`config.mk`:
```
export PLATFORM = sky130hd
export DESIGN_NAME = sensor_packet_crc_validator_unit
export DESIGN_NICKNAME = d
export VERILOG_FILES = /design/src/rtl/spcv_pkg.sv /design/src/rtl/spcv_in_stage.sv /design/src/rtl/spcv_frame.sv /design/src/rtl/spcv_out_stage.sv /design/src/rtl/sensor_packet_crc_validator_unit.sv
export VERILOG_INCLUDE_DIRS = /design/src /design/src/rtl
export SDC_FILE = /design/constraint.sdc
export NUM_CORES = 1
export LEC_CHECK = 0
export ABC_AREA = 1
export BUFFER_PORTS_ARGS = -buffer_cell sky130_fd_sc_hd__buf_4
export CORE_UTILIZATION = 52
export CTS_CLUSTER_SIZE = 16
export DETAILED_ROUTE_END_ITERATION = 16
export PLACE_DENSITY = 0.77
export SLEW_MARGIN = 20
export SYNTH_ARGS = -nofsm -noshare
export SYNTH_HDL_FRONTEND = slang
export SYNTH_SLANG_ARGS = --single-unit
```
`constraint.sdc`:
```
create_clock -name clk -period 7.7 [get_ports clk]
set_clock_uncertainty 0.2 [all_clocks]
set_input_delay 0.77 -clock clk [delete_from_list [all_inputs] [get_ports clk]]
set_output_delay 0.77 -clock clk [all_outputs]
set_load 0.01 [all_outputs]
```
`src/rtl/sensor_packet_crc_validator_unit_assert.svh`:
```
// Assertion helpers shared by the RTL. Each check is clocked on clk and
// held off while arst_n is low.
`ifndef SENSOR_PACKET_CRC_VALIDATOR_UNIT_ASSERT_SVH
`define SENSOR_PACKET_CRC_VALIDATOR_UNIT_ASSERT_SVH

// Consequent must hold in the same cycle as the antecedent.
`define SPCV_ASSERT_NOW(label, ante, cons, msg) \
	label: assert property (@(posedge clk) disable iff (!arst_n) (ante) |-> (cons)) \
		else $error(msg);

// Consequent must hold in the cycle after the antecedent.
`define SPCV_ASSERT_NEXT(label, ante, cons, msg) \
	label: assert property (@(posedge clk) disable iff (!arst_n) (ante) |=> (cons)) \
		else $error(msg);

`endif

```
`src/rtl/spcv_pkg.sv`:
```
`default_nettype none

package spcv_pkg;

	localparam int ID_BYTES_DEF = 16;
	localparam int ID_SLOTS     = 16;
	localparam int IDX_W        = 5;

	localparam logic [7:0]  DATA_TYPE = 8'h01;
	localparam logic [15:0] CRC_INIT  = 16'hFFFF;
	localparam logic [15:0] CRC_POLY  = 16'h1021;
	localparam logic [15:0] CRC_TOP   = 16'h8000;

	localparam logic [1:0] ST_ACCEPTED = 2'd0;
	localparam logic [1:0] ST_BAD_CRC  = 2'd1;
	localparam logic [1:0] ST_IGNORED  = 2'd2;

	typedef struct packed {
		logic [7:0] rx_byte;
		logic       first_byte;
	} byte_word_t;

	typedef struct packed {
		logic [1:0]  status;
		logic [63:0] id_upper;
		logic [63:0] id_lower;
		logic [15:0] people_count;
		logic [7:0]  battery_level;
		logic [7:0]  hops;
		logic [31:0] stamp;
		logic [31:0] good_total;
		logic [31:0] bad_total;
	} result_word_t;

	// Handshake between the byte register and the framing logic.
	typedef struct packed {
		logic valid;
		logic last;
	} frame_ctl_t;

	// One byte of CRC-16, MSB first, eight unrolled shift steps.
	function automatic logic [15:0] crc_update(input logic [15:0] crc, input logic [7:0] b);
		logic [15:0] c;
		c = crc ^ {b, 8'h00};
		for (int k = 0; k < 8; k++) begin
			if ((c & CRC_TOP) != 16'h0000)
				c = {c[14:0], 1'b0} ^ CRC_POLY;
			else
				c = {c[14:0], 1'b0};
		end
		return c;
	endfunction

endpackage

`default_nettype wire

```
`src/rtl/spcv_in_stage.sv`:
```
`default_nettype none

module spcv_in_stage (
	input  wire logic                 clk,
	input  wire logic                 arst_n,
	input  wire logic                 byte_valid,
	input  wire spcv_pkg::byte_word_t byte_word,
	input  wire logic                 hold,
	output logic                      valid_s1,
	output spcv_pkg::byte_word_t      word_s1
);

	// hold the staged word while the framing logic cannot take it
	always_ff @(posedge clk or negedge arst_n) begin
		if (!arst_n) begin
			valid_s1 <= 1'b0;
		end else if (!hold) begin
			valid_s1 <= byte_valid;
		end
	end

	always_ff @(posedge clk) begin
		if (!hold && byte_valid) begin
			word_s1 <= byte_word;
		end
	end

endmodule

`default_nettype wire

```
`src/rtl/spcv_frame.sv`:
```
`default_nettype none

module spcv_frame #(
	parameter int ID_BYTES = spcv_pkg::ID_BYTES_DEF
) (
	input  wire logic                 clk,
	input  wire logic                 arst_n,
	input  wire logic                 adv,
	input  wire spcv_pkg::byte_word_t word_s1,
	output logic                      is_last,
	output spcv_pkg::result_word_t    result
);

	localparam int W = spcv_pkg::IDX_W;
	localparam logic [W-1:0] POS_COUNT = W'(1 + ID_BYTES);
	localparam logic [W-1:0] POS_BATT  = W'(3 + ID_BYTES);
	localparam logic [W-1:0] POS_HOPS  = W'(4 + ID_BYTES);
	localparam logic [W-1:0] POS_TIME  = W'(5 + ID_BYTES);
	localparam logic [W-1:0] POS_CRC   = W'(9 + ID_BYTES);
	localparam logic [W-1:0] POS_LAST  = W'(10 + ID_BYTES);

	logic [W-1:0] byte_index_q;
	logic [15:0]  crc_q;
	logic [7:0]   type_q;
	logic [7:0]   id_q [ID_BYTES];
	logic [15:0]  count_q;
	logic [7:0]   batt_q;
	logic [7:0]   hop_q;
	logic [31:0]  time_q;
	logic [15:0]  crc_field_q;
	logic [31:0]  good_q;
	logic [31:0]  bad_q;

	logic [W-1:0] idx;
	logic [7:0]   b;
	logic [15:0]  crc_base;
	logic [15:0]  crc_new;
	logic [15:0]  rx_crc;
	logic [1:0]   status;
	logic [31:0]  good_after;
	logic [31:0]  bad_after;
	logic [127:0] id_all;

	assign b   = word_s1.rx_byte;
	assign idx = word_s1.first_byte ? '0 : byte_index_q;
	assign is_last = (idx == POS_LAST);

	assign crc_base = (idx == '0) ? spcv_pkg::CRC_INIT : crc_q;
	assign crc_new  = (idx < POS_CRC) ? spcv_pkg::crc_update(crc_base, b) : crc_base;
	assign rx_crc   = {b, crc_field_q[7:0]};

	always_comb begin
		priority if (type_q != spcv_pkg::DATA_TYPE) begin
			status = spcv_pkg::ST_IGNORED;
		end else if (crc_new == rx_crc) begin
			status = spcv_pkg::ST_ACCEPTED;
		end else begin
			status = spcv_pkg::ST_BAD_CRC;
		end
	end

	assign good_after = (status == spcv_pkg::ST_ACCEPTED) ? good_q + 32'd1 : good_q;
	assign bad_after  = (status == spcv_pkg::ST_BAD_CRC) ? bad_q + 32'd1 : bad_q;

	// id slots beyond the configured length read as zero
	for (genvar p = 0; p < spcv_pkg::ID_SLOTS; p++) begin : g_id
		if (p < ID_BYTES) begin : g_used
			assign id_all[127 - 8*p -: 8] = id_q[p];
		end else begin : g_unused
			assign id_all[127 - 8*p -: 8] = 8'h00;
		end
	end

	always_comb begin
		result.status        = status;
		result.id_upper      = id_all[127:64];
		result.id_lower      = id_all[63:0];
		result.people_count  = count_q;
		result.battery_level = batt_q;
		result.hops          = hop_q;
		result.stamp         = time_q;
		result.good_total    = good_after;
		result.bad_total     = bad_after;
	end

	always_ff @(posedge clk or negedge arst_n) begin
		if (!arst_n) begin
			byte_index_q <= '0;
			crc_q        <= spcv_pkg::CRC_INIT;
			type_q       <= 8'h00;
			count_q      <= 16'h0000;
			batt_q       <= 8'h00;
			hop_q        <= 8'h00;
			time_q       <= 32'h0;
			crc_field_q  <= 16'h0000;
			good_q       <= 32'h0;
			bad_q        <= 32'h0;
		end else if (adv) begin
			byte_index_q <= is_last ? '0 : idx + W'(1);
			crc_q        <= is_last ? spcv_pkg::CRC_INIT : crc_new;
			priority if (idx == '0) begin
				type_q <= b;
			end else if (idx < POS_COUNT) begin
				// id bytes live in their own block
			end else if (idx == POS_COUNT) begin
				count_q <= {8'h00, b};
			end else if (idx == POS_COUNT + W'(1)) begin
				count_q <= {b, count_q[7:0]};
			end else if (idx == POS_BATT) begin
				batt_q <= b;
			end else if (idx == POS_HOPS) begin
				hop_q <= b;
			end else if (idx == POS_TIME) begin
				time_q <= {24'h0, b};
			end else if (idx < POS_CRC) begin
				for (int j = 1; j < 4; j++) begin
					if (idx == POS_TIME + W'(j))
						time_q[8*j +: 8] <= time_q[8*j +: 8] | b;
				end
			end else if (idx == POS_CRC) begin
				crc_field_q <= {8'h00, b};
			end else begin
				crc_field_q <= rx_crc;
				good_q      <= good_after;
				bad_q       <= bad_after;
			end
		end
	end

	always_ff @(posedge clk) begin
		if (adv) begin
			for (int k = 0; k < ID_BYTES; k++) begin
				if (idx == W'(k + 1))
					id_q[k] <= b;
			end
		end
	end

endmodule

`default_nettype wire

```
`src/rtl/spcv_out_stage.sv`:
```
`default_nettype none

module spcv_out_stage (
	input  wire logic                   clk,
	input  wire logic                   arst_n,
	input  wire logic                   load,
	input  wire spcv_pkg::result_word_t next_word,
	input  wire logic                   result_stall,
	output logic                        result_valid,
	output spcv_pkg::result_word_t      result_word,
	output logic                        free
);

	logic valid_q;

	assign result_valid = valid_q;
	assign free = !valid_q || !result_stall;

	always_ff @(posedge clk or negedge arst_n) begin
		if (!arst_n) begin
			valid_q <= 1'b0;
		end else if (load) begin
			valid_q <= 1'b1;
		end else if (!result_stall) begin
			valid_q <= 1'b0;
		end
	end

	always_ff @(posedge clk) begin
		if (load) begin
			result_word <= next_word;
		end
	end

endmodule

`default_nettype wire

```
`src/rtl/sensor_packet_crc_validator_unit.sv`:
```
// Sensor packet CRC check. Packet bytes enter on the byte channel
// (byte_valid / byte_stall / byte_word), one word per cycle while byte_stall is low, in wire order:
// type, id, count, battery, hops, timestamp, crc. Set first_byte on byte 0
// to restart framing; without it the byte count alone frames the stream.
// A CRC-16 (poly 0x1021, init 0xFFFF) runs over every byte before the crc
// field. On the last byte one word leaves on the result channel
// (result_valid / result_stall / result_word) with status, the packet
// fields and both running totals; other bytes produce nothing.
// Throughput: one byte per cycle while byte_stall is low; the eight-step CRC
// update sits combinationally between the byte register and the framing
// registers. The result word loads when the last byte leaves the byte register.
// When the receiver stalls, the result register holds its word; further
// bytes keep flowing until the next last byte, which waits in the byte
// register, and byte_stall rises until the result is taken.
// Reset clears framing, the CRC, the non-id fields and both totals; the first
// packet after reset writes every id byte before it is reported.
`default_nettype none

`include "sensor_packet_crc_validator_unit_assert.svh"

module sensor_packet_crc_validator_unit #(
	parameter int ID_BYTES = spcv_pkg::ID_BYTES_DEF
) (
	input  wire logic                 clk,
	input  wire logic                 arst_n,
	input  wire logic                 byte_valid,
	output logic                      byte_stall,
	input  wire spcv_pkg::byte_word_t byte_word,
	output logic                      result_valid,
	input  wire logic                 result_stall,
	output spcv_pkg::result_word_t    result_word
);

	logic                   valid_s1;
	spcv_pkg::byte_word_t   word_s1;
	logic                   is_last;
	spcv_pkg::result_word_t frame_result;
	logic                   out_free;
	spcv_pkg::frame_ctl_t   ctl;
	logic                   adv;
	logic                   status_ok;

	// staged byte register
	spcv_in_stage u_in (
		.clk        (clk),
		.arst_n     (arst_n),
		.byte_valid (byte_valid),
		.byte_word  (byte_word),
		.hold       (byte_stall),
		.valid_s1   (valid_s1),
		.word_s1    (word_s1)
	);

	// framing, CRC and field capture
	spcv_frame #(
		.ID_BYTES (ID_BYTES)
	) u_frame (
		.clk     (clk),
		.arst_n  (arst_n),
		.adv     (adv),
		.word_s1 (word_s1),
		.is_last (is_last),
		.result  (frame_result)
	);

	assign ctl.valid = valid_s1;
	assign ctl.last  = is_last;

	// advance a byte unless it closes a packet and the result slot is taken
	assign adv        = ctl.valid && (!ctl.last || out_free);
	assign byte_stall = ctl.valid && !adv;

	// result register
	spcv_out_stage u_out (
		.clk          (clk),
		.arst_n       (arst_n),
		.load         (adv && ctl.last),
		.next_word    (frame_result),
		.result_stall (result_stall),
		.result_valid (result_valid),
		.result_word  (result_word),
		.free         (out_free)
	);

	assign status_ok = (result_word.status == spcv_pkg::ST_ACCEPTED) ||
		(result_word.status == spcv_pkg::ST_BAD_CRC) ||
		(result_word.status == spcv_pkg::ST_IGNORED);

	`SPCV_ASSERT_NOW(a_stall_cause, byte_stall, ctl.last && result_valid && result_stall, "stray stall")
	`SPCV_ASSERT_NEXT(a_stage_hold, byte_stall, valid_s1 && $stable(word_s1), "staged word lost")
	`SPCV_ASSERT_NOW(a_status_code, result_valid, status_ok, "bad status code")

endmodule

`default_nettype wire
```
======== Word-level counts from Yosys, hierarchy flattened ========
Memories as Yosys holds them, arrays and structs flattened. A register that Yosys moved wholly into a read port is not among the register bits.
Index checks and enable logic that the tools add are counted.
word-level totals
  logic and storage cells ................. 245
  memory bits (writable) .................. 128
  bits in registers ....................... 306
  output and inout port bits .............. 260
  memories kept ........................... 1
  bits of input ports ..................... 13
memory list
  name          depth  width  read ports  clocked after Yosys merged registers in  wr ports  RTL line          RTL
  u_frame.id_q  16     8      16          16                                       1         spcv_frame.sv:25  logic [7:0] id_q [ID_BYTES];
cells by class
  order comparisons ....................... 2
  bitwise operators ....................... 21
  add/subtract/negate cells ............... 3
  equal/unequal tests ..................... 30
  muxes and demuxes ....................... 119
  reduce and logical (&&, ||, !) cells .... 44
operators by type and width
  operator                                                                  number
  8-bit 2-to-1 mux                                                          18
  8-bit OR reduction                                                        15
  13-bit 2-to-1 mux                                                         8
  16-bit 2-to-1 mux                                                         5
  1-bit 2-to-1 mux                                                          66
  32-bit by 1-bit adder with 32-bit output (second input constant)          2
  32-bit 2-to-1 mux                                                         2
  4-bit 2-to-1 mux                                                          15
  5-bit == test (second input constant)                                     11
  24-bit 2-to-1 mux                                                         2
  5-bit by 4-bit == test with 1-bit output (second input constant)          8
  9-bit AND reduction                                                       3
  3-bit NOT                                                                 8
  8-bit bitwise OR                                                          3
  5-bit by 3-bit == test with 1-bit output (second input constant)          4
  10-bit AND reduction                                                      2
  16-bit == test                                                            1
  16-bit XOR                                                                1
  5-bit by 2-bit == test with 1-bit output (second input constant)          2
  5-bit < comparator (second input constant)                                2
  5-bit 2-to-1 mux                                                          2
  2-bit nonzero test                                                        5
  1-bit NOT                                                                 9
  8-bit by 1-bit inequality test with 1-bit output (second input constant)  1
  other kinds (15)                                                          24

======== Logic depth before layout (Yosys ltp) ========
Gate-level depths: netlist (run 1).
  depth after elaboration ................. 26
  depth in mapped cells ................... 27
  depth with buffers taken out ............ 26

======== Cells and area by module ========
From an unflattened synthesis (run 1), not the netlist that was laid out.
second synthesis, totals
  cells, all modules ...................... 1,919
  area total of the unflattened synthesis .. 22,101.2 um^2
modules (own cells, without submodules)
  module                            times used  sequential area each (um^2)  area each (um^2)  cells an instance
  spcv_frame                        1           7,992.7                      13,964.6          1,635
  spcv_out_stage                    1           7,772.5                      7,788.7           262
  spcv_in_stage                     1           295.3                        319.1             15
  sensor_packet_crc_validator_unit  1           0.0                          28.8              7

======== Least setup slack after synthesis (run 1) ========
OpenSTA, ideal clock, no wires.
  kind .................................... register -> register
  from .................................... register, netlist name u_in.word_s1[0]
  to ...................................... register, netlist name result_word[128]
  data arrival time ....................... 7,015 ps
  period minus slack after synthesis ...... 7,823 ps
  setup slack ............................. -123 ps
  required time ........................... 6,891 ps
  stages on the path, launching flop included .. 13
  path through ............................ edfxtp_1 inv_2 nand2_1 ha_1 inv_1 nor3_1 nand3_1 nand2_1 inv_1 clkbuf_1 clkbuf_1 nand2_1 inv_1
between the ends
  word-level cells in the longest chain between the ends .. 6
ends and longest elaborated chain
  what                  RTL line                                RTL
  5-bit 2-to-1 mux *    spcv_frame.sv:45                        assign idx = word_s1.first_byte ? '0 : byte_index_q;
  5-bit == test *       spcv_frame.sv:46                        assign is_last = (idx == POS_LAST);
  1-bit zero test       sensor_packet_crc_validator_unit.sv:70  assign adv = ctl.valid && (!ctl.last || out_free);
  1-bit logical OR      sensor_packet_crc_validator_unit.sv:70
  1-bit logical AND     sensor_packet_crc_validator_unit.sv:70
  1-bit logical AND *   sensor_packet_crc_validator_unit.sv:77  .load (adv && ctl.last),
  named net u_out.load  spcv_out_stage.sv:6                     input wire logic load,
The timed path passes the listed nets; every way through them passes the cells marked *.
A chain may end at the register's enable or synchronous reset.

======== Worst setup path after layout (run 1) ========
  from .................................... register, netlist name u_in.word_s1[0]
  to ...................................... register, netlist name u_out.result_word[109]
between the ends
  word-level cells in the longest chain between the ends .. 6
ends and longest elaborated chain
  what                  RTL line
  5-bit 2-to-1 mux *    spcv_frame.sv:45
  5-bit == test *       spcv_frame.sv:46
  1-bit zero test       sensor_packet_crc_validator_unit.sv:70
  1-bit logical OR      sensor_packet_crc_validator_unit.sv:70
  1-bit logical AND     sensor_packet_crc_validator_unit.sv:70
  1-bit logical AND *   sensor_packet_crc_validator_unit.sv:77
  named net u_out.load  spcv_out_stage.sv:6
Marks and branches as above.

==> impl_summary.txt, run 1 <==
----------------------------------------------------
[Clocking]
  Number of buffers created by CTS ... 54
  Number of gates resized after CTS ... 0
  Total of hold buffers inserted after clock tree synthesis ... 0
  Max Root-Sink Buffers ... 3
  Htree depth ... 2
  Clock network latency to the later pin of the worst-skew pair ... 620 ps
  Clock slew at the register clock pins of the worst setup and hold paths ... 60 ps
  Clock tree root driver cell ... sky130_fd_sc_hd__clkbuf_16
  Sinks on Clock Net ... 562
  Number of setup buffers added after CTS ... 0
  CTS tree ... yes

[GRT]
  Vias in the first global route ... 14697
  Maximum number of pins on one net before global-route repair ... 136
  Gr usage total ... 0.245
  GR Overflow Total ... 0
  Number of antenna violations at the first check in global routing ... 1
  Global-route wire length before repair ... 82700 µm

[Worst setup path]
  Data required time of the worst path ... 7700 ps
  Largest fanout of any net on the critical path ... 135
  Biggest cell delay along the critical path ... 740 ps
  Critical path buffer and inverter count ... 4
  Crit path arrival time ... 5330 ps
  Library cell contributing the largest single delay on the critical path ... sky130_fd_sc_hd__clkinvlp_4
  Endpoint kind of the worst setup timing path ... flip-flop
  Terminus of the critical flop-to-flop path ... u_out.result_word[109]
  FF-to-FF Start ... u_in.word_s1[0]
  CP top delay family ... buffers and inverters
  Crit path kind ... reg -> reg
  Critical Path Start ... u_in.word_s1[0]
  Startpoint class of the critical path ... flip-flop
  Cell Chain, Critical Path ... nor2_1 > ha_1 > inv_1 > nor3_1 > nand3_1 > nand2_1 > inv_1 > nand2_1 > clkinvlp_4 > buf_12
  Setup slack on the worst flop-to-flop path ... 2380 ps
  Worst Reg-to-Reg Cells ... 10

[Synth]
  Warnings, synthesis ... 0
  Count of state elements after synthesis ... 562
  Primary FF master, synth ... sky130_fd_sc_hd__edfxtp_1
  Cell variety after synth ... 41
  Library cell with the largest summed area after synthesis ... sky130_fd_sc_hd__edfxtp_1
  Async set-or-reset flop fraction in the synthesized netlist ... 0.297
  Number of enable-type register cells in the synthesized netlist ... 395
  Syn Std Cell Area ... 0.0226 mm²
  Register area share after synthesis ... 0.712
  Avg Cell Area, Syn ... 11.6 µm²
  Synth top area share ... 0.526
  Synth top area cells ... sky130_fd_sc_hd__edfxtp_1 53%, sky130_fd_sc_hd__dfrtp_1 17%, sky130_fd_sc_hd__nand2_1 9.5%
  Synth Instances ... 1952
  Net count after synthesis ... 1972

[Timing]
  Max transition margin ... 0.314
  RSZ-0062 raised after global routing ... false
  Worst slew pin tran ... 1020 ps
  Fmax ... 0.188 GHz
  Shortest clock period the worst path allows after layout ... 5320 ps
  Number of pins exceeding their max-slew limit in the final report ... 0
  Post-Route Hold Slack ... 28.7 ps
  Number of endpoints failing setup at the final stage ... 0
  Summed negative setup slack over all endpoints ... 0 ps
  Period Utilization, post-route ... 0.691
  Final Hold Fails ... 0

[Min path]
  Type of the worst min-delay path ... in -> async

[Routing]
  Number of iterations in the first detailed-routing pass ... 5
  Drc violations ... 0
  Via count ... 15134
  Final wirelength ... 54000 µm
  Detailed-route vias per instance ... 5.30
  Routed length per instance ... 18.9 µm
  Detail Route Antenna Nets ... 0
  1st-iter DRT viols ... 1278

[Outcome]
  Result of the run ... complete, no violations

[Final layout]
  Layout-stage area growth over the synthesis result ... 19.5%
  Count of non-filler cells in the finished layout ... 2854
  Commonest non-fill, non-tap cells in the layout ... 573 x sky130_fd_sc_hd__nand2_1, 395 x sky130_fd_sc_hd__edfxtp_1, 288 x sky130_fd_sc_hd__buf_4
  Most common cell after layout, fill and taps aside ... sky130_fd_sc_hd__nand2_1
  Proportion of layout cells with a drive suffix above 1 ... 0.194
  Post-layout util ... 0.637
  Antenna diode count ... 0
  Nets ... 2251

[Placed design]
  Post-DP HPWL ... 35200 µm
  Number of port buffers ... 272
  # placed instances ... 2752
  Weighted congestion at the end of routability-driven global placement ... 0.938

[Floorplanning]
  Number of top-level pins ... 273
  Floorplan die height ... 210 µm
  Chip Width ... 210 µm
  Die footprint ... 0.0442 mm²
  Initial Util ... 0.533
  Standard-cell row count ... 75
  Core area ... 0.0423 mm²

[Power]
  Worst ir drop on vdd ... 0.181 mV
  Leakage power summed over all cells ... 11.4 nW
  Pwr per Cell Area ... 241 mW/mm²

[Run]
  Maximum Capacitance Violations ... 0

----------------------------------------------------
[cell usage after synthesis, types with 21 or more instances]
cell type	count
sky130_fd_sc_hd__buf_2	21
sky130_fd_sc_hd__edfxtp_1	395
sky130_fd_sc_hd__nand2_1	573
sky130_fd_sc_hd__nand3_1	128
sky130_fd_sc_hd__nor3_1	34
sky130_fd_sc_hd__o21ai_0	58
sky130_fd_sc_hd__a21oi_1	40
sky130_fd_sc_hd__inv_1	167
sky130_fd_sc_hd__clkbuf_1	27
sky130_fd_sc_hd__dfrtp_1	151
sky130_fd_sc_hd__and2_1	21
sky130_fd_sc_hd__nor2_1	110
sky130_fd_sc_hd__xor2_1	28
sky130_fd_sc_hd__nand4_1	56
[state kept, by name (all words and copies together) (netlist names), 8 cells and up]
name and flops:
u_out.result_word 130, u_frame.crc_field_q 8, u_frame.good_q 32, u_frame.time_q 32
u_frame.hop_q 8, u_frame.crc_q 16, u_frame.type_q 8, u_in.word_s1 9
u_frame.count_q 16, result_word 128, u_frame.batt_q 8, u_frame.id_q 128
u_frame.bad_q 32
[kinds of logic after synthesis]
kind of cell,after synthesis,synth area share
adder cells (fa/ha/maj),7,0.00388
AO/OA/AOI/OAI,120,0.0294
XOR/XNOR,41,0.0159
AND/OR/NAND/NOR,980,0.192
buffers and inverters,242,0.0467
flip-flops,562,0.712
[layout make-up]
type	count	area [µm²]
clock buffers	67	1440
multi-input cells	1148	5470
inverters	174	658
fillers	3209	15400
repair buffers	291	2200
flip-flops and latches	562	16100
well taps	577	722
clock inverters	35	400
[through the flow]
step | worst slack, ps | area (µm²) | total power [mW]
floorplan | 1130 | 22600 | 3.73
global placement | 2520 | 25100 | 3.85
detailed placement | 2470 | 25100 | 3.86
CTS | 2450 | 26900 | 6.55
global route | 1990 | 27000 | 6.72
finish | 2380 | 27000 | 6.50
[power breakdown]
| group | total (mW) | switching, mW | internal [mW] | leakage, nW |
|---|---|---|---|---|
| Clock | 2.70 | 1.15 | 1.55 | 0.895 |
| Sequential | 3.35 | 0.0314 | 3.31 | 5.83 |
| Combinational | 0.458 | 0.337 | 0.122 | 4.63 |
| Total | 6.50 | 1.52 | 4.98 | 11.4 |
[layer usage]
metal	GRT usage	share of wire
met3	0.0402	0.067
met1	0.343	0.43
met5	0	0.00019
met2	0.398	0.48
met4	0.0690	0.020
[how the worst max path moves through the flow]
stage                             endpoint  slack, ps  cells after the start
detailed placement    u_out.result_word[8]       2470                     10
global placement      u_out.result_word[9]       2520                     11
finish              u_out.result_word[109]       2380                     10
floorplan                 result_word[128]       1130                     11
global route             u_frame.good_q[1]       1990                     14
CTS                 u_out.result_word[105]       2450                     10
Note: power is estimated with default switching activity, not from simulation.
==> inputs of run 2 (changes only) <==
CORE_UTILIZATION = 56   (was 52)
PLACE_DENSITY = 0.79   (was 0.77)
clock period = 5.28 ns   (was 7.7 ns; I/O delays follow)
==> run 2 against run 1 <==
  * Clock-buffer cell count is 8 higher
  * Register-to-register slack worse by 1700 ps
  * Cell count is 1.4% lower
  * Flip-flop and latch count unchanged
  * Fmax is 16% higher
  * Die area shrank 7.1%
  * Largest power group unchanged
  * Highest routed layer is now met4
==> impl_summary.txt, run 2 (synthesis gave the netlist of run 1 again) <==
----------------------------------------------------
[Clocking]
  Max Root-Sink Buffers ... 3 (unchanged)
  Clock network latency to the later pin of the worst-skew pair ... 630 ps (about the same)
  Sinks on Clock Net ... 562 (unchanged)
  Clock slew at the register clock pins of the worst setup and hold paths ... 70 ps (about the same)
  Total of hold buffers inserted after clock tree synthesis ... 12 (+12)
  Number of gates resized after CTS ... 0 (unchanged)
  Clock tree root driver cell ... sky130_fd_sc_hd__clkbuf_16
  Number of buffers created by CTS ... 52 (-3.7%)
  CTS tree ... yes
  Htree depth ... 2 (unchanged)
  Number of setup buffers added after CTS ... 0 (unchanged)

[GRT]
  Maximum number of pins on one net before global-route repair ... 134 (-1.5%)
  Vias in the first global route ... 14923 (+1.5%)
  Global-route wire length before repair ... 84000 µm (+1.6%)
  GR Overflow Total ... 0 (unchanged)
  Gr usage total ... 0.269 (+0.0238)
  Number of antenna violations at the first check in global routing ... 1 (unchanged)

[Worst setup path]
  Crit path arrival time ... 4750 ps (-580 ps)
  Crit path kind ... reg -> reg
  Startpoint class of the critical path ... flip-flop
  Worst Reg-to-Reg Cells ... 22 (+12)
  Data required time of the worst path ... 5440 ps (-2260 ps)
  Critical Path Start ... u_in.word_s1[0]
  Terminus of the critical flop-to-flop path ... u_out.result_word[0]
  Setup slack on the worst flop-to-flop path ... 690 ps (-1680 ps)
  Largest fanout of any net on the critical path ... 50 (-63%)
  Endpoint kind of the worst setup timing path ... flip-flop
  FF-to-FF Start ... u_in.word_s1[0]

[Floorplanning]
  Die footprint ... 0.0411 mm² (-7.1%)
  Floorplan die height ... 203 µm (-3.6%)
  Standard-cell row count ... 73 (-2.7%)
  Initial Util ... 0.568 (+0.0347)
  Core area ... 0.0397 mm² (-6.1%)
  Number of top-level pins ... 273 (unchanged)
  Chip Width ... 203 µm (-3.6%)

[Routing]
  Final wirelength ... 54600 µm (+1.2%)
  Detailed-route vias per instance ... 5.41 (+2.1%)
  Via count ... 15234 (+0.66%)
  Number of iterations in the first detailed-routing pass ... 7 (+2)
  Drc violations ... 0 (unchanged)
  Routed length per instance ... 19.4 µm (+2.6%)
  1st-iter DRT viols ... 1493 (+17%)
  Detail Route Antenna Nets ... 0 (unchanged)

[Min path]
  Depth of the worst hold-timing path ... 0
  Type of the worst min-delay path ... reg -> reg
  Hold EP ... result_word[156]
  Startpoint of the lowest-slack hold path ... u_frame.id_q[1][36]

[Power]
  Net switching power ... 2.23 mW (+47%)
  Tot Pwr ... 9.43 mW (+45%)
  Combinational share of power ... 0.072 (about the same)
  Leakage power summed over all cells ... 11.4 nW (+0.50%)
  Clock Power Share ... 0.410 (-0.005)
  Fraction of power spent switching nets ... 0.237 (+0.00291)
  Power share of the sequential group ... 0.518 (+0.003)
  Internal Power ... 7.20 mW (+44%)
  Worst ir drop on vdd ... 0.279 mV (+54%)
  Pwr per Cell Area ... 349 mW/mm² (+45%)

[Final layout]
  Commonest non-fill, non-tap cells in the layout ... 570 x sky130_fd_sc_hd__nand2_1, 395 x sky130_fd_sc_hd__edfxtp_1, 292 x sky130_fd_sc_hd__buf_4
  Flip-flop count of the largest register, all copies and words added ... 130 (unchanged)
  Layout-stage area growth over the synthesis result ... 19.9%
  Proportion of layout cells with a drive suffix above 1 ... 0.197 (+0.00379)
  Most common cell after layout, fill and taps aside ... sky130_fd_sc_hd__nand2_1
  Nets ... 2265 (+0.62%)
  Leading registers by flop count ... u_out.result_word x130, result_word x128, u_frame.id_q x128
  Largest reg by FF count ... u_out.result_word
  Post-layout util ... 0.681 (+0.0436)

[Placed design]
  Weighted congestion at the end of routability-driven global placement ... 0.939 (about the same)
  Post-DP HPWL ... 35400 µm (+0.58%)
  Post-placement worst setup slack ... 793 ps (-1680 ps)
  Number of port buffers ... 272 (unchanged)

[Outcome]
  Result of the run ... complete, no violations

[Timing]
  RSZ-0062 raised after global routing ... false
  Max transition margin ... 0.235 (-0.0790)
  Final Hold Fails ... 0 (unchanged)
  Worst slew pin tran ... 1140 ps (+120 ps)
  Fmax ... 0.218 GHz (+16%)
  Post-Route Hold Slack ... 213 ps (+185 ps)
  Number of pins exceeding their max-slew limit in the final report ... 0 (unchanged)
  Shortest clock period the worst path allows after layout ... 4590 ps (-735 ps)
  Number of endpoints failing setup at the final stage ... 0 (unchanged)
  Final worst setup slack ... 691 ps (-1680 ps)
  Period Utilization, post-route ... 0.869 (+0.178)

[Run]
  Maximum Capacitance Violations ... 0 (unchanged)

----------------------------------------------------
==> run 2: changes by cell type in the layout (fill, tap and decap cells not counted), moves of 4 or more <==
| cell | before | now |
|---|---|---|
| sky130_fd_sc_hd__dlygate4sd3_1 | 0 | 12 |
| sky130_fd_sc_hd__clkinv_2 | 13 | 7 |
| sky130_fd_sc_hd__buf_4 | 288 | 292 |
| sky130_fd_sc_hd__clkbuf_8 | 4 | 9 |
| sky130_fd_sc_hd__clkinv_1 | 8 | 3 |
==> run 2: power by group through the flow <==
stage / registers (mW) / clock network [mW] / logic, mW
after global routing: 4.90 / 4.07 / 0.754
after floorplan: 4.96 / 0 / 0.481
after detailed placement: 4.98 / 0 / 0.662
after global placement: 4.97 / 0 / 0.650
after CTS: 4.89 / 3.91 / 0.674
final: 4.89 / 3.86 / 0.680
==> run 2: worst max-delay path, stage by stage, from the launching register on <==
cell and delay [ps]:
sky130_fd_sc_hd__edfxtp_1 470, sky130_fd_sc_hd__inv_4 160, sky130_fd_sc_hd__nand2_2 100, sky130_fd_sc_hd__ha_1 250, sky130_fd_sc_hd__inv_2 100, sky130_fd_sc_hd__a21oi_4 50, sky130_fd_sc_hd__nand2_4 310, sky130_fd_sc_hd__nand2_2 90
sky130_fd_sc_hd__nand2_1 90, sky130_fd_sc_hd__nand2_2 80, sky130_fd_sc_hd__nand2_1 80, sky130_fd_sc_hd__nand2_1 100, sky130_fd_sc_hd__nand2_1 100, sky130_fd_sc_hd__nand2_1 70, sky130_fd_sc_hd__nand2_1 80, sky130_fd_sc_hd__nand2_1 60
sky130_fd_sc_hd__nand2_1 90, sky130_fd_sc_hd__nand3_1 170, sky130_fd_sc_hd__nor2_4 550, sky130_fd_sc_hd__nand2_4 500, sky130_fd_sc_hd__nand2_4 340, sky130_fd_sc_hd__nand2_1 100, sky130_fd_sc_hd__and2_1 140
==> run 2: cell type report <==
class | count | area, µm²
Sequential cell | 562 | 16100
Fill cell | 2802 | 12700
Multi-Input combinational cell | 1148 | 5510
Timing Repair Buffer | 307 | 2360
Clock buffer | 75 | 1520
Inverter | 174 | 661
Tap cell | 525 | 657
Clock inverter | 23 | 267
Antenna cell | 1 | 2.50
==> run 2: stage by stage <==
step / setup TNS, ps / area [µm²] / cells
after floorplan: -237250 / 22600 / 1952
after global placement: 0 / 25100 / 2704
after detailed placement: 0 / 25100 / 2704
after CTS: 0 / 27000 / 2814
after global routing: 0 / 27000 / 2814
final: 0 / 27000 / 2815
==> run 2: per-layer routing <==
metal  vias to the layer above  track usage  wire (µm)
li1                       7189            -          -
met1                      7355        0.362      23100
met2                       594        0.447      26600
met3                        96       0.0472       3590
met4                         0       0.0857       1440
met5                         -            0          0
==> run 2: worst max-delay path by stage <==
| stage | to | slack, ps | depth (start not counted) |
|---|---|---|---|
| global route | u_out.result_word[0] | 320 | 23 |
| detailed placement | u_out.result_word[0] | 790 | 20 |
| CTS | u_out.result_word[0] | 760 | 22 |
| finish | u_out.result_word[0] | 690 | 22 |
| floorplan | result_word[128] | -920 | 12 |
| global placement | u_out.result_word[1] | 930 | 22 |
==> inputs of run 3 (changes only) <==
CORE_UTILIZATION = 58   (was 56)
PLACE_DENSITY = 0.82   (was 0.79)
SYNTH_HIERARCHICAL = 1   (was not set)
==> run 3 against run 2 <==
  * Worst setup slack improved by 230 ps
  * Total power rose by 0.33%
  * Die area decreased by 5.3%
  * Critical path depth increased by 3
  * Non-clock buffer count up 6
==> impl_summary.txt, run 3 <==
----------------------------------------------------
[Outcome]
  Result of the run ... complete, no violations

[Floorplanning]
  Standard-cell row count ... 71 (-2.7%)
  Chip Width ... 197 µm (-2.7%)
  Initial Util ... 0.588 (+0.0206)
  Die footprint ... 0.0389 mm² (-5.3%)
  Number of top-level pins ... 273 (unchanged)
  Floorplan die height ... 197 µm (-2.7%)
  Core area ... 0.0376 mm² (-5.4%)

[Min path]
  Type of the worst min-delay path ... reg -> reg
  Startpoint of the lowest-slack hold path ... u_frame/id_q[0][47]
  Hold EP ... u_out/result_word[215]
  Depth of the worst hold-timing path ... 0 (unchanged)

[Synth]
  Count of state elements after synthesis ... 562 (unchanged)
  Register area share after synthesis ... 0.727 (+0.0145)
  Synth top area cells ... sky130_fd_sc_hd__edfxtp_1 54%, sky130_fd_sc_hd__dfrtp_1 17%, sky130_fd_sc_hd__nand2_1 9.6%
  Syn Std Cell Area ... 0.0221 mm² (-2.0%)
  Library cell with the largest summed area after synthesis ... sky130_fd_sc_hd__edfxtp_1
  Most instantiated library cell after synthesis ... sky130_fd_sc_hd__nand2_1
  Synth Instances ... 1919 (-1.7%)
  Avg Cell Area, Syn ... 11.5 µm² (-0.31%)
  Ranking of synthesized cells by instance count ... 566 x sky130_fd_sc_hd__nand2_1, 395 x sky130_fd_sc_hd__edfxtp_1, 200 x sky130_fd_sc_hd__nand3_1
  Primary FF master, synth ... sky130_fd_sc_hd__edfxtp_1
  Async set-or-reset flop fraction in the synthesized netlist ... 0.297 (unchanged)
  Number of enable-type register cells in the synthesized netlist ... 395 (unchanged)
  Synth top area share ... 0.537 (+0.0107)
  Warnings, synthesis ... 6 (+6)
  Net count after synthesis ... 1939 (-1.7%)
  Cell variety after synth ... 40 (-2.4%)

[Routing]
  Number of iterations in the first detailed-routing pass ... 6 (-1)
  Via count ... 15327 (+0.61%)
  Routed length per instance ... 19.4 µm (about the same)
  Final wirelength ... 54000 µm (-1.2%)
  Detail Route Antenna Nets ... 0 (unchanged)
  Detailed-route vias per instance ... 5.51 (+1.8%)
  Drc violations ... 0 (unchanged)
  1st-iter DRT viols ... 1486 (-0.47%)

[Final layout]
  Count of non-filler cells in the finished layout ... 2782 (-1.2%)
  FILL cells ... 2522 (-10%)
  Commonest non-fill, non-tap cells in the layout ... 562 x sky130_fd_sc_hd__nand2_1, 395 x sky130_fd_sc_hd__edfxtp_1, 297 x sky130_fd_sc_hd__buf_4
  Largest reg by FF count ... u_out/result_word
  Flip-flop count of the largest register, all copies and words added ... 258 (+98%)
  Layout-stage area growth over the synthesis result ... 21.0%
  Most common cell after layout, fill and taps aside ... sky130_fd_sc_hd__nand2_1
  Antenna diode count ... 0 (-1)
  Leading registers by flop count ... u_out/result_word x258, u_frame/id_q x128
  Post-route standard cell area excluding fillers ... 0.0267 mm² (-1.1%)
  Nets ... 2247 (-0.79%)
  Proportion of layout cells with a drive suffix above 1 ... 0.188 (-0.00944)

[Worst setup path]
  Endpoint kind of the worst setup timing path ... flip-flop
  Setup slack on the worst flop-to-flop path ... 930 ps (+230 ps)
  Crit path kind ... reg -> reg
  Worst Reg-to-Reg Cells ... 25 (+14%)
  FF-to-FF Start ... u_frame/byte_index_q[1]
  Startpoint class of the critical path ... flip-flop
  Largest fanout of any net on the critical path ... 60 (+20%)
  Crit path arrival time ... 4510 ps (-240 ps)
  Data required time of the worst path ... 5440 ps (about the same)
  Terminus of the critical flop-to-flop path ... u_out/result_word[0]

[Power]
  Leakage power summed over all cells ... 11.6 nW (+1.3%)
  Tot Pwr ... 9.46 mW (+0.33%)
  Worst ir drop on vdd ... 0.241 mV (-14%)
  Pwr per Cell Area ... 354 mW/mm² (+1.4%)

[Clocking]
  Htree depth ... 2 (unchanged)
  Clock network latency to the later pin of the worst-skew pair ... 620 ps (about the same)
  Sinks on Clock Net ... 562 (unchanged)
  Clock tree root driver cell ... sky130_fd_sc_hd__clkbuf_16
  Number of buffers created by CTS ... 52 (unchanged)
  CTS tree ... yes
  Number of gates resized after CTS ... 0 (unchanged)
  Max Root-Sink Buffers ... 3 (unchanged)
  Clock slew at the register clock pins of the worst setup and hold paths ... 60 ps (about the same)

[GRT]
  GR Overflow Total ... 0 (unchanged)
  Number of antenna violations at the first check in global routing ... 0 (-1)
  Vias in the first global route ... 15041 (+0.79%)
  Maximum number of pins on one net before global-route repair ... 93 (-31%)
  Global-route wire length before repair ... 83300 µm (-0.79%)
  Gr usage total ... 0.282 (+0.0133)

[Timing]
  Max transition margin ... 0.347 (+0.112)
  Shortest clock period the worst path allows after layout ... 4350 ps (-234 ps)
  RSZ-0062 raised after global routing ... false
  Final Hold Fails ... 0 (unchanged)
  Number of pins exceeding their max-slew limit in the final report ... 0 (unchanged)
  Period Utilization, post-route ... 0.825 (-0.0444)
  Fmax ... 0.230 GHz (+5.4%)
  Worst slew pin tran ... 977 ps (-167 ps)
  Number of endpoints failing setup at the final stage ... 0 (unchanged)

[Run]
  Maximum Capacitance Violations ... 0 (unchanged)

[Placed design]
  Cell Area, Placed ... 0.0248 mm² (-1.2%)
  # placed instances ... 2672 (-1.2%)
  Number of port buffers ... 272 (unchanged)
  Weighted congestion at the end of routability-driven global placement ... 0.874 (-6.9%)
  Post-DP HPWL ... 32800 µm (-7.4%)

----------------------------------------------------
run 3: changes by cell type in the layout (fill, tap and decap cells not counted), sizes merged, moves of 13 or more:
cell / change
xnor2: -13
a2bb2oi: +24
xor2: -25
and2: +17
nand4: -45
nand3: +59
a21oi: -29
run 3: what timing repair did:
action	4_1_cts	5_1_grt
endpoints found under the hold margin	91	0
endpoints found under the setup margin	0	0
setup buffers	0	0
hold buffers	12	0
run 3: how the worst max path moves through the flow:
| stage | startpoint | to | slack, ps |
|---|---|---|---|
| 2_1_floorplan | u_in/word_s1[0] | u_out/result_word[0] | -150 |
| 3_3_place_gp | u_frame/byte_index_q[1] | u_out/result_word[0] | 1110 |
| 3_5_place_dp | u_frame/byte_index_q[1] | u_out/result_word[1] | 1010 |
| 4_1_cts | u_frame/byte_index_q[1] | u_out/result_word[0] | 940 |
| 5_1_grt | u_frame/byte_index_q[1] | u_out/result_word[0] | 520 |
| 6_report | u_frame/byte_index_q[1] | u_out/result_word[0] | 930 |
run 3: stage by stage:
step                       util  hold WS (ps)  setup TNS [ps]  setup WS, ps
final                     0.712           209               0           925
after global routing      0.712           216               0           521
after detailed placement  0.660           205               0          1010
after global placement    0.660           201               0          1110
after CTS                 0.712           205               0           942
after floorplan               -          32.4          -39400          -153
run 3: cell families after synthesis:
| group | count (synthesis) | share of synthesized area |
|---|---|---|
| compound gates | 122 | 0.0335 |
| flops | 562 | 0.727 |
| buf+inv | 235 | 0.0433 |
| xor+xnor | 3 | 0.00119 |
| fa+ha+maj | 7 | 0.00396 |
| simple gates | 990 | 0.191 |
run 3: area by class of cell:
cell class                 count  area [µm²]  share of cell area
clock buffer                  72        1420              0.0530
sequential                   562       16100               0.600
clock inverter                26         388              0.0145
tap                          511         639              0.0239
multi-input combinational   1122        5150               0.193
timing repair buffer         313        2420              0.0905
inverter                     176         667              0.0249
run 3: report_power, final:
part / switching [mW] / total [mW] / internal (mW) / leakage (nW)
clock network: 1.66 / 3.91 / 2.25 / 0.857
registers: 0.0515 / 4.88 / 4.83 / 6.11
logic: 0.483 / 0.676 / 0.192 / 4.59
run 3: worst max-delay path: stages, from the launching register on:
cell and delay (ps):
sky130_fd_sc_hd__dfrtp_1 360, sky130_fd_sc_hd__inv_1 70, sky130_fd_sc_hd__nor2_1 290, sky130_fd_sc_hd__inv_1 120
sky130_fd_sc_hd__ha_1 250, sky130_fd_sc_hd__inv_1 200, sky130_fd_sc_hd__a21oi_2 50, sky130_fd_sc_hd__nand2_1 60
sky130_fd_sc_hd__buf_4 280, sky130_fd_sc_hd__nand2_1 150, sky130_fd_sc_hd__nand2_1 80, sky130_fd_sc_hd__nand2_1 130
sky130_fd_sc_hd__nand2_1 170, sky130_fd_sc_hd__nand3_2 160, sky130_fd_sc_hd__nand2_1 110, sky130_fd_sc_hd__nand2_1 70
sky130_fd_sc_hd__nand2_1 60, sky130_fd_sc_hd__nand3_1 90, sky130_fd_sc_hd__nor2_1 180, sky130_fd_sc_hd__inv_1 70
sky130_fd_sc_hd__nor2_1 140, sky130_fd_sc_hd__nand2_2 60, sky130_fd_sc_hd__buf_4 300, sky130_fd_sc_hd__nand2_1 190
sky130_fd_sc_hd__nand2_1 90, sky130_fd_sc_hd__and2_1 150
run 3: layer usage:
metal	track usage	part of all wire
met4	0.0976	0.028
met1	0.372	0.40
met2	0.476	0.50
met5	0	0
met3	0.0481	0.072
